File: src/sv/gtr_pkg.sv
package gtr_pkg;

  localparam int ROOT_W = 12;
  localparam int REM_W = 14;

  localparam logic [1:0] CUT_NONE = 2'd0;
  localparam logic [1:0] CUT_LOW = 2'd1;
  localparam logic [1:0] CUT_HIGH = 2'd2;

  localparam logic [1:0] MODE_CONST = 2'd0;
  localparam logic [1:0] MODE_LINEAR = 2'd1;
  localparam logic [1:0] MODE_ROOT = 2'd2;

  localparam logic [2:0] REG_LOW_THRESHOLD = 3'd0;
  localparam logic [2:0] REG_HIGH_THRESHOLD = 3'd1;
  localparam logic [2:0] REG_TINT_COLOR = 3'd2;
  localparam logic [2:0] REG_ALPHA_MODE = 3'd3;
  localparam logic [2:0] REG_INVERT_ALPHA = 3'd4;
  localparam logic [2:0] REG_CONSTANT_ALPHA = 3'd5;
  localparam logic [2:0] REG_LINEAR_COEF = 3'd6;
  localparam logic [2:0] REG_ROOT_COEF = 3'd7;

  typedef struct packed {
    logic [REM_W-1:0] rem;
    logic [ROOT_W-1:0] root;
  } sqrt_t;

  // One restoring square-root digit: brings down two radicand bits.
  function automatic sqrt_t sqrt_step(sqrt_t cur, logic [1:0] pair);
    logic [REM_W+1:0] acc;
    logic [REM_W+1:0] trial;
    sqrt_t nxt;
    acc = {cur.rem, pair};
    trial = {2'b00, cur.root, 2'b01};
    if (acc >= trial) begin
      nxt.rem = REM_W'(acc - trial);
      nxt.root = {cur.root[ROOT_W-2:0], 1'b1};
    end else begin
      nxt.rem = acc[REM_W-1:0];
      nxt.root = {cur.root[ROOT_W-2:0], 1'b0};
    end
    return nxt;
  endfunction

  // Exact floor(p / 255) for any p below 65280.
  function automatic logic [7:0] div255(logic [15:0] p);
    logic [16:0] sum;
    sum = {1'b0, p} + 17'd1 + {9'd0, p[15:8]};
    return sum[15:8];
  endfunction

endpackage

File: src/sv/gtr_sqrt_stage.sv
module gtr_sqrt_stage (
  input  logic                          clk,
  input  logic                          en,
  input  logic [7:0]                    rad_in,
  input  logic [gtr_pkg::REM_W-1:0]     rem_in,
  input  logic [gtr_pkg::ROOT_W-1:0]    root_in,
  output logic [gtr_pkg::REM_W-1:0]     rem_out,
  output logic [gtr_pkg::ROOT_W-1:0]    root_out
);

  gtr_pkg::sqrt_t st [0:4];

  always_comb begin
    st[0].rem = rem_in;
    st[0].root = root_in;
    for (int k = 0; k < 4; k++) begin
      st[k+1] = gtr_pkg::sqrt_step(st[k], rad_in[7-2*k -: 2]);
    end
  end

  always_ff @(posedge clk) begin
    if (en) begin
      rem_out <= st[4].rem;
      root_out <= st[4].root;
    end
  end

endmodule

File: src/sv/gray_to_tinted_rgba.sv
// Five register stages lie between an input beat and its output beat.
// Throughput is one pixel per cycle unless the output stalls; each stage stalls only when the stage
// after it is full and stalled, so bubbles are squeezed out.
// The square root runs as three stages of four digits each.
// Synchronous active-high reset empties the pipeline and loads register defaults.
module gray_to_tinted_rgba (
  input  logic        clk,
  input  logic        rst,
  input  logic        s_axis_tvalid,
  output logic        s_axis_tready,
  input  logic [7:0]  s_axis_tdata,   // gray_in[7:0]
  output logic        m_axis_tvalid,
  input  logic        m_axis_tready,
  output logic [31:0] m_axis_tdata,   // red_out, green_out, blue_out, alpha_out
  output logic [1:0]  m_axis_tuser,   // cut_reason[1:0]
  input  logic        cfg_we,
  input  logic [2:0]  cfg_index,
  input  logic [23:0] cfg_data
);

  logic [8:0]         low_threshold;
  logic [7:0]         high_threshold;
  logic [23:0]        tint_color;
  logic [1:0]         alpha_mode;
  logic               invert_alpha;
  logic [15:0]        constant_alpha;
  logic signed [15:0] linear_coef;
  logic signed [15:0] root_coef;

  always_ff @(posedge clk) begin
    if (rst) begin
      low_threshold <= 9'd0;
      high_threshold <= 8'd255;
      tint_color <= 24'hFFFFFF;
      alpha_mode <= gtr_pkg::MODE_CONST;
      invert_alpha <= 1'b0;
      constant_alpha <= 16'd255;
      linear_coef <= 16'sd256;
      root_coef <= 16'sd4096;
    end else if (cfg_we) begin
      unique case (cfg_index)
        gtr_pkg::REG_LOW_THRESHOLD: low_threshold <= cfg_data[8:0];
        gtr_pkg::REG_HIGH_THRESHOLD: high_threshold <= cfg_data[7:0];
        gtr_pkg::REG_TINT_COLOR: tint_color <= cfg_data;
        gtr_pkg::REG_ALPHA_MODE: alpha_mode <= cfg_data[1:0];
        gtr_pkg::REG_INVERT_ALPHA: invert_alpha <= cfg_data[0];
        gtr_pkg::REG_CONSTANT_ALPHA: constant_alpha <= cfg_data[15:0];
        gtr_pkg::REG_LINEAR_COEF: linear_coef <= cfg_data[15:0];
        gtr_pkg::REG_ROOT_COEF: root_coef <= cfg_data[15:0];
        default: ;
      endcase
    end
  end

  logic v1, v2, v3, v4, v5;
  logic en1, en2, en3, en4, en5;

  assign en5 = !v5 || m_axis_tready;
  assign en4 = !v4 || en5;
  assign en3 = !v3 || en4;
  assign en2 = !v2 || en3;
  assign en1 = !v1 || en2;
  assign s_axis_tready = en1;

  always_ff @(posedge clk) begin
    if (rst) begin
      v1 <= 1'b0;
      v2 <= 1'b0;
      v3 <= 1'b0;
      v4 <= 1'b0;
      v5 <= 1'b0;
    end else begin
      if (en1) v1 <= s_axis_tvalid;
      if (en2) v2 <= v1;
      if (en3) v3 <= v2;
      if (en4) v4 <= v3;
      if (en5) v5 <= v4;
    end
  end

  // Stage 1: cuts, alpha source, tint products, first square-root digits.
  logic [7:0]  gray;
  logic [7:0]  ga_next;
  logic [1:0]  reason_next;
  logic [1:0]  reason1, reason2, reason3, reason4;
  logic [7:0]  ga1;
  logic [15:0] pr1, pg1, pb1;

  assign gray = s_axis_tdata;
  assign ga_next = invert_alpha ? 8'd255 - gray : gray;

  always_comb begin
    if ({1'b0, gray} < low_threshold) begin
      reason_next = gtr_pkg::CUT_LOW;
    end else if (gray > high_threshold) begin
      reason_next = gtr_pkg::CUT_HIGH;
    end else begin
      reason_next = gtr_pkg::CUT_NONE;
    end
  end

  always_ff @(posedge clk) begin
    if (en1) begin
      reason1 <= reason_next;
      ga1 <= ga_next;
      pr1 <= {8'd0, gray} * {8'd0, tint_color[23:16]};
      pg1 <= {8'd0, gray} * {8'd0, tint_color[15:8]};
      pb1 <= {8'd0, gray} * {8'd0, tint_color[7:0]};
    end
  end

  logic [gtr_pkg::REM_W-1:0]  rem1, rem2, rem3;
  logic [gtr_pkg::ROOT_W-1:0] root1, root2, root3;

  gtr_sqrt_stage u_sqrt1 (
    .clk(clk), .en(en1), .rad_in(ga_next),
    .rem_in('0), .root_in('0), .rem_out(rem1), .root_out(root1)
  );

  // Stage 2: divide by 255, linear product, more root digits.
  logic [7:0]         r2, g2, b2, r3, g3, b3, r4, g4, b4;
  logic signed [24:0] lin2, lin3, lin4;

  always_ff @(posedge clk) begin
    if (en2) begin
      reason2 <= reason1;
      r2 <= gtr_pkg::div255(pr1);
      g2 <= gtr_pkg::div255(pg1);
      b2 <= gtr_pkg::div255(pb1);
      lin2 <= 25'($signed({1'b0, ga1})) * 25'(linear_coef);
    end
  end

  gtr_sqrt_stage u_sqrt2 (
    .clk(clk), .en(en2), .rad_in(8'd0),
    .rem_in(rem1), .root_in(root1), .rem_out(rem2), .root_out(root2)
  );

  // Stage 3: last root digits.
  always_ff @(posedge clk) begin
    if (en3) begin
      reason3 <= reason2;
      r3 <= r2;
      g3 <= g2;
      b3 <= b2;
      lin3 <= lin2;
    end
  end

  gtr_sqrt_stage u_sqrt3 (
    .clk(clk), .en(en3), .rad_in(8'd0),
    .rem_in(rem2), .root_in(root2), .rem_out(rem3), .root_out(root3)
  );

  // Stage 4: root gain product.
  logic signed [28:0] rt4;

  always_ff @(posedge clk) begin
    if (en4) begin
      reason4 <= reason3;
      r4 <= r3;
      g4 <= g3;
      b4 <= b3;
      lin4 <= lin3;
      rt4 <= 29'($signed({1'b0, root3})) * 29'(root_coef);
    end
  end

  // Stage 5: alpha clamp and selection into the output register, which zeroes cut pixels.
  logic [7:0] lin_alpha, root_alpha, const_alpha, alpha;

  always_comb begin
    if (lin4[24]) begin
      lin_alpha = 8'd0;
    end else if (lin4[23:16] != 8'd0) begin
      lin_alpha = 8'd255;
    end else begin
      lin_alpha = lin4[15:8];
    end
    if (rt4[28]) begin
      root_alpha = 8'd0;
    end else if (rt4[27:24] != 4'd0) begin
      root_alpha = 8'd255;
    end else begin
      root_alpha = rt4[23:16];
    end
    const_alpha = (constant_alpha[15:8] != 8'd0) ? 8'd255 : constant_alpha[7:0];
    unique case (alpha_mode)
      gtr_pkg::MODE_LINEAR: alpha = lin_alpha;
      gtr_pkg::MODE_ROOT: alpha = root_alpha;
      default: alpha = const_alpha;
    endcase
  end

  always_ff @(posedge clk) begin
    if (en5) begin
      m_axis_tuser <= reason4;
      if (reason4 == gtr_pkg::CUT_NONE) begin
        m_axis_tdata <= {alpha, b4, g4, r4};
      end else begin
        m_axis_tdata <= 32'd0;
      end
    end
  end

  assign m_axis_tvalid = v5;

endmodule

File: config.mk
export PLATFORM = sky130hd
export DESIGN_NAME = gray_to_tinted_rgba
export DESIGN_NICKNAME = d
export VERILOG_FILES = /design/src/sv/gtr_pkg.sv /design/src/sv/gtr_sqrt_stage.sv /design/src/sv/gray_to_tinted_rgba.sv
export SDC_FILE = /design/constraint.sdc
export NUM_CORES = 2
export LEC_CHECK = 0
export BUFFER_PORTS_ARGS = -buffer_cell sky130_fd_sc_hd__buf_4
export CORE_MARGIN = 8
export CORE_UTILIZATION = 27
export DETAILED_ROUTE_END_ITERATION = 8
export GPL_TIMING_DRIVEN = 0
export PLACE_DENSITY = 0.53
export SLEW_MARGIN = 20
export SYNTH_ARGS = -nofsm -noshare
export SYNTH_HDL_FRONTEND = slang
export SYNTH_HIERARCHICAL = 1
export SYNTH_SLANG_ARGS = --single-unit
File: constraint.sdc
create_clock -name clk -period 11 [get_ports clk]
set_clock_uncertainty 0.05 [all_clocks]
set_input_delay 1.1 -clock clk [delete_from_list [all_inputs] [get_ports clk]]
set_output_delay 1.1 -clock clk [all_outputs]
set_load 0.1 [all_outputs]
==> run_results.csv <==
group,metric,value,unit
sta,setup-violations-final,0,
worst_setup_path,setup.worst_path.class,"primary input to flop",
placement,dp_slack,-3.06,ns
placement,port_buffers,73,
detailed_routing,route.vias.total,31934,
placement,hpwl,92.1,mm
sta,timing.fmax,95.5,MHz
layout,n_antenna_cell,0,
detailed_routing,detail_route.wl_per_cell,16.5,µm
logic_synthesis,synth_area_per_inst,9.24,µm²
cts,cts-hold-fix-buffers,0,
floorplan,floorplan.initialDensity,27.1,%
sta,slew_violations,0,
logic_synthesis,yosys_warnings,6,
cts,ctsLongestPathBuffers,3,
sta,timing.max_slew.rel_slack,22.8,%
cts,cts.sinks,395,
worst_setup_path,setup.worst_path.end_class,"flop",
logic_synthesis,post_synth_instance_area,42100,µm²
floorplan,dieWidth,411,µm
cts,worst_skew_pair.late_latency,0.60,ns
detailed_routing,drtPass1Iterations,6,
cts,cts-htree-levels,2,
min_path,timing.hold.worst.class,"flop to flop",
grt,first_global_vias,31889,
flow_run,maxCapViolations,0,
cts,cts-buffers-inserted,43,
layout,drive_above_1_share,6.88,%
placement,gp_congestion,0.838,
grt,grt_first_pass_wirelength,181,mm
sta,final.period_utilization,95.2,%
worst_setup_path,start_kind,"primary input",
sta,tightestPinTransition,1.15,ns
worst_setup_path,crit_slowest_cell,"sky130_fd_sc_hd__or4_1",
sta,timing_hold_violations_final,0,
detailed_routing,routed_wirelength,114,mm
cts,clk_pin_slew,0.07,ns
floorplan,rows,145,
floorplan,die_h,411,µm
floorplan,total_die_area,169000,µm²
worst_setup_path,reg2reg_depth,45,
logic_synthesis,instance_count_of_the_mapped_netlist,4562,
grt,globalRoute.totalOverflow,0,
layout,finalNetCount,5668,
detailed_routing,drt_iter0_markers,2012,
detailed_routing,routed_via_density,4.62,
layout,syn2layout_area_growth,13.3,%
detailed_routing,ant_nets,0,
grt,grt_max_degree,45,
cts,root_buffer_cell,"sky130_fd_sc_hd__clkbuf_16",
worst_setup_path,reg2reg_slack,0.63,ns
worst_setup_path,timing.critical_path.fanout_max,18,
worst_setup_path,critPathArrivalTime,10.76,ns
grt,grt_usage,13.3,%
sta,final_critical_path_setup_slack,0.529,ns
status,outcome,"complete, no violations",
floorplan,core_area,156000,µm²
detailed_routing,post-route-drc-count,0,
worst_setup_path,worst_path_largest_cell_delay,0.52,ns
floorplan,top_level_ports,76,
sta,layout_min_cycle_time,10.47,ns
min_path,min_path_cells,0,
grt,grt_antenna_before_repair,7,
cts,tritoncts_clock_tree,"done",
worst_setup_path,worstPathRequired,11.29,ns
per-stage QoR:
| step | cell area [µm²] | util, % | instances | TNS, ns | hold slack [ns] |
|---|---|---|---|---|---|
| 6_report | 47800 | 30.7 | 6911 | 0 | 0.361 |
| 5_1_grt | 47800 | 30.7 | 6911 | -0.0451 | 0.369 |
| 4_1_cts | 47500 | 30.5 | 6897 | 0 | 0.363 |
| 3_5_place_dp | 45900 | 29.5 | 6815 | -51.87 | 0.355 |
| 3_3_place_gp | 45700 | 29.4 | 6809 | -47.85 | 0.351 |
| 2_1_floorplan | 42600 | - | 4678 | 0 | 0.350 |
worst paths after layout:
check	start	to
worst min register to register	b3[2]	b4[2]
worst min-delay path	b3[2]	b4[2]
worst max register to register	invert_alpha	u_sqrt1/rem_out[3]
worst max-delay path	s_axis_tdata[7]	u_sqrt1/rem_out[3]
registers in the layout, summed over array words and instances (netlist names), 17 cells and up:
name          count
lin2             17
lin3             17
lin4             17
m_axis_tdata     32
tint_color       24
critical path, delay by kind of cell:
family / cells / cell delay, ns
compound gates: 21 / 3.98
xor+xnor: 1 / 0.28
fa+ha+maj: 4 / 1.16
buf+inv: 7 / 1.10
mux: 1 / 0.34
simple gates: 12 / 2.73
final cells by class:
cell class                      count  area [µm²]
Buffer                            153         666
Sequential cell                   395       10900
Inverter                          677        2550
Timing Repair Buffer               99         861
Clock buffer                       50        1150
Clock inverter                     29         382
Tap cell                         2058        2570
Fill cell                       16420      108000
Multi-Input combinational cell   3450       28700
layer usage:
metal / global-route usage (%) / vias to the layer above / wire, µm / part of all wire (%)
met1: 18.9 / 15534 / 54800 / 48
li1: - / 15673 / - / -
met4: 2.51 / 2 / 2070 / 1.8
met2: 21.5 / 611 / 51500 / 45
met5: 0.287 / - / 22 / 0.019
met3: 2.09 / 114 / 5800 / 5.1
cell usage in the layout (no fill, tap or decap), drive strengths merged, types with 12 or more instances in the layout:
master / n
a211o: 38
a211oi: 29
a21boi: 18
a21o: 85
a21oi: 276
a31oi: 30
and2: 307
and3: 36
and4: 18
buf: 129
clkbuf: 173
clkinv: 16
conb: 117
dfxtp: 97
edfxtp: 298
fa: 386
ha: 423
inv: 682
mux2: 30
mux2i: 18
nand2: 554
nand2b: 38
nand3: 51
nand3b: 28
nand4: 16
nor2: 204
nor2b: 58
nor3: 61
nor4: 13
o211ai: 27
o21a: 19
o21ai: 164
or2: 12
or3: 22
xnor2: 142
xor2: 71
what timing repair did:
action | in CTS | in global routing
resized for setup | 29 | 49
setup endpoints to repair | 30 | 31
hold endpoints to repair | 0 | 0
cloned | 0 | 0
pin swaps | 5 | 10
setup buffers | 6 | 14
Power is not shown: default switching activity piles up to over one toggle a cycle in this logic, so the estimate is an artifact.
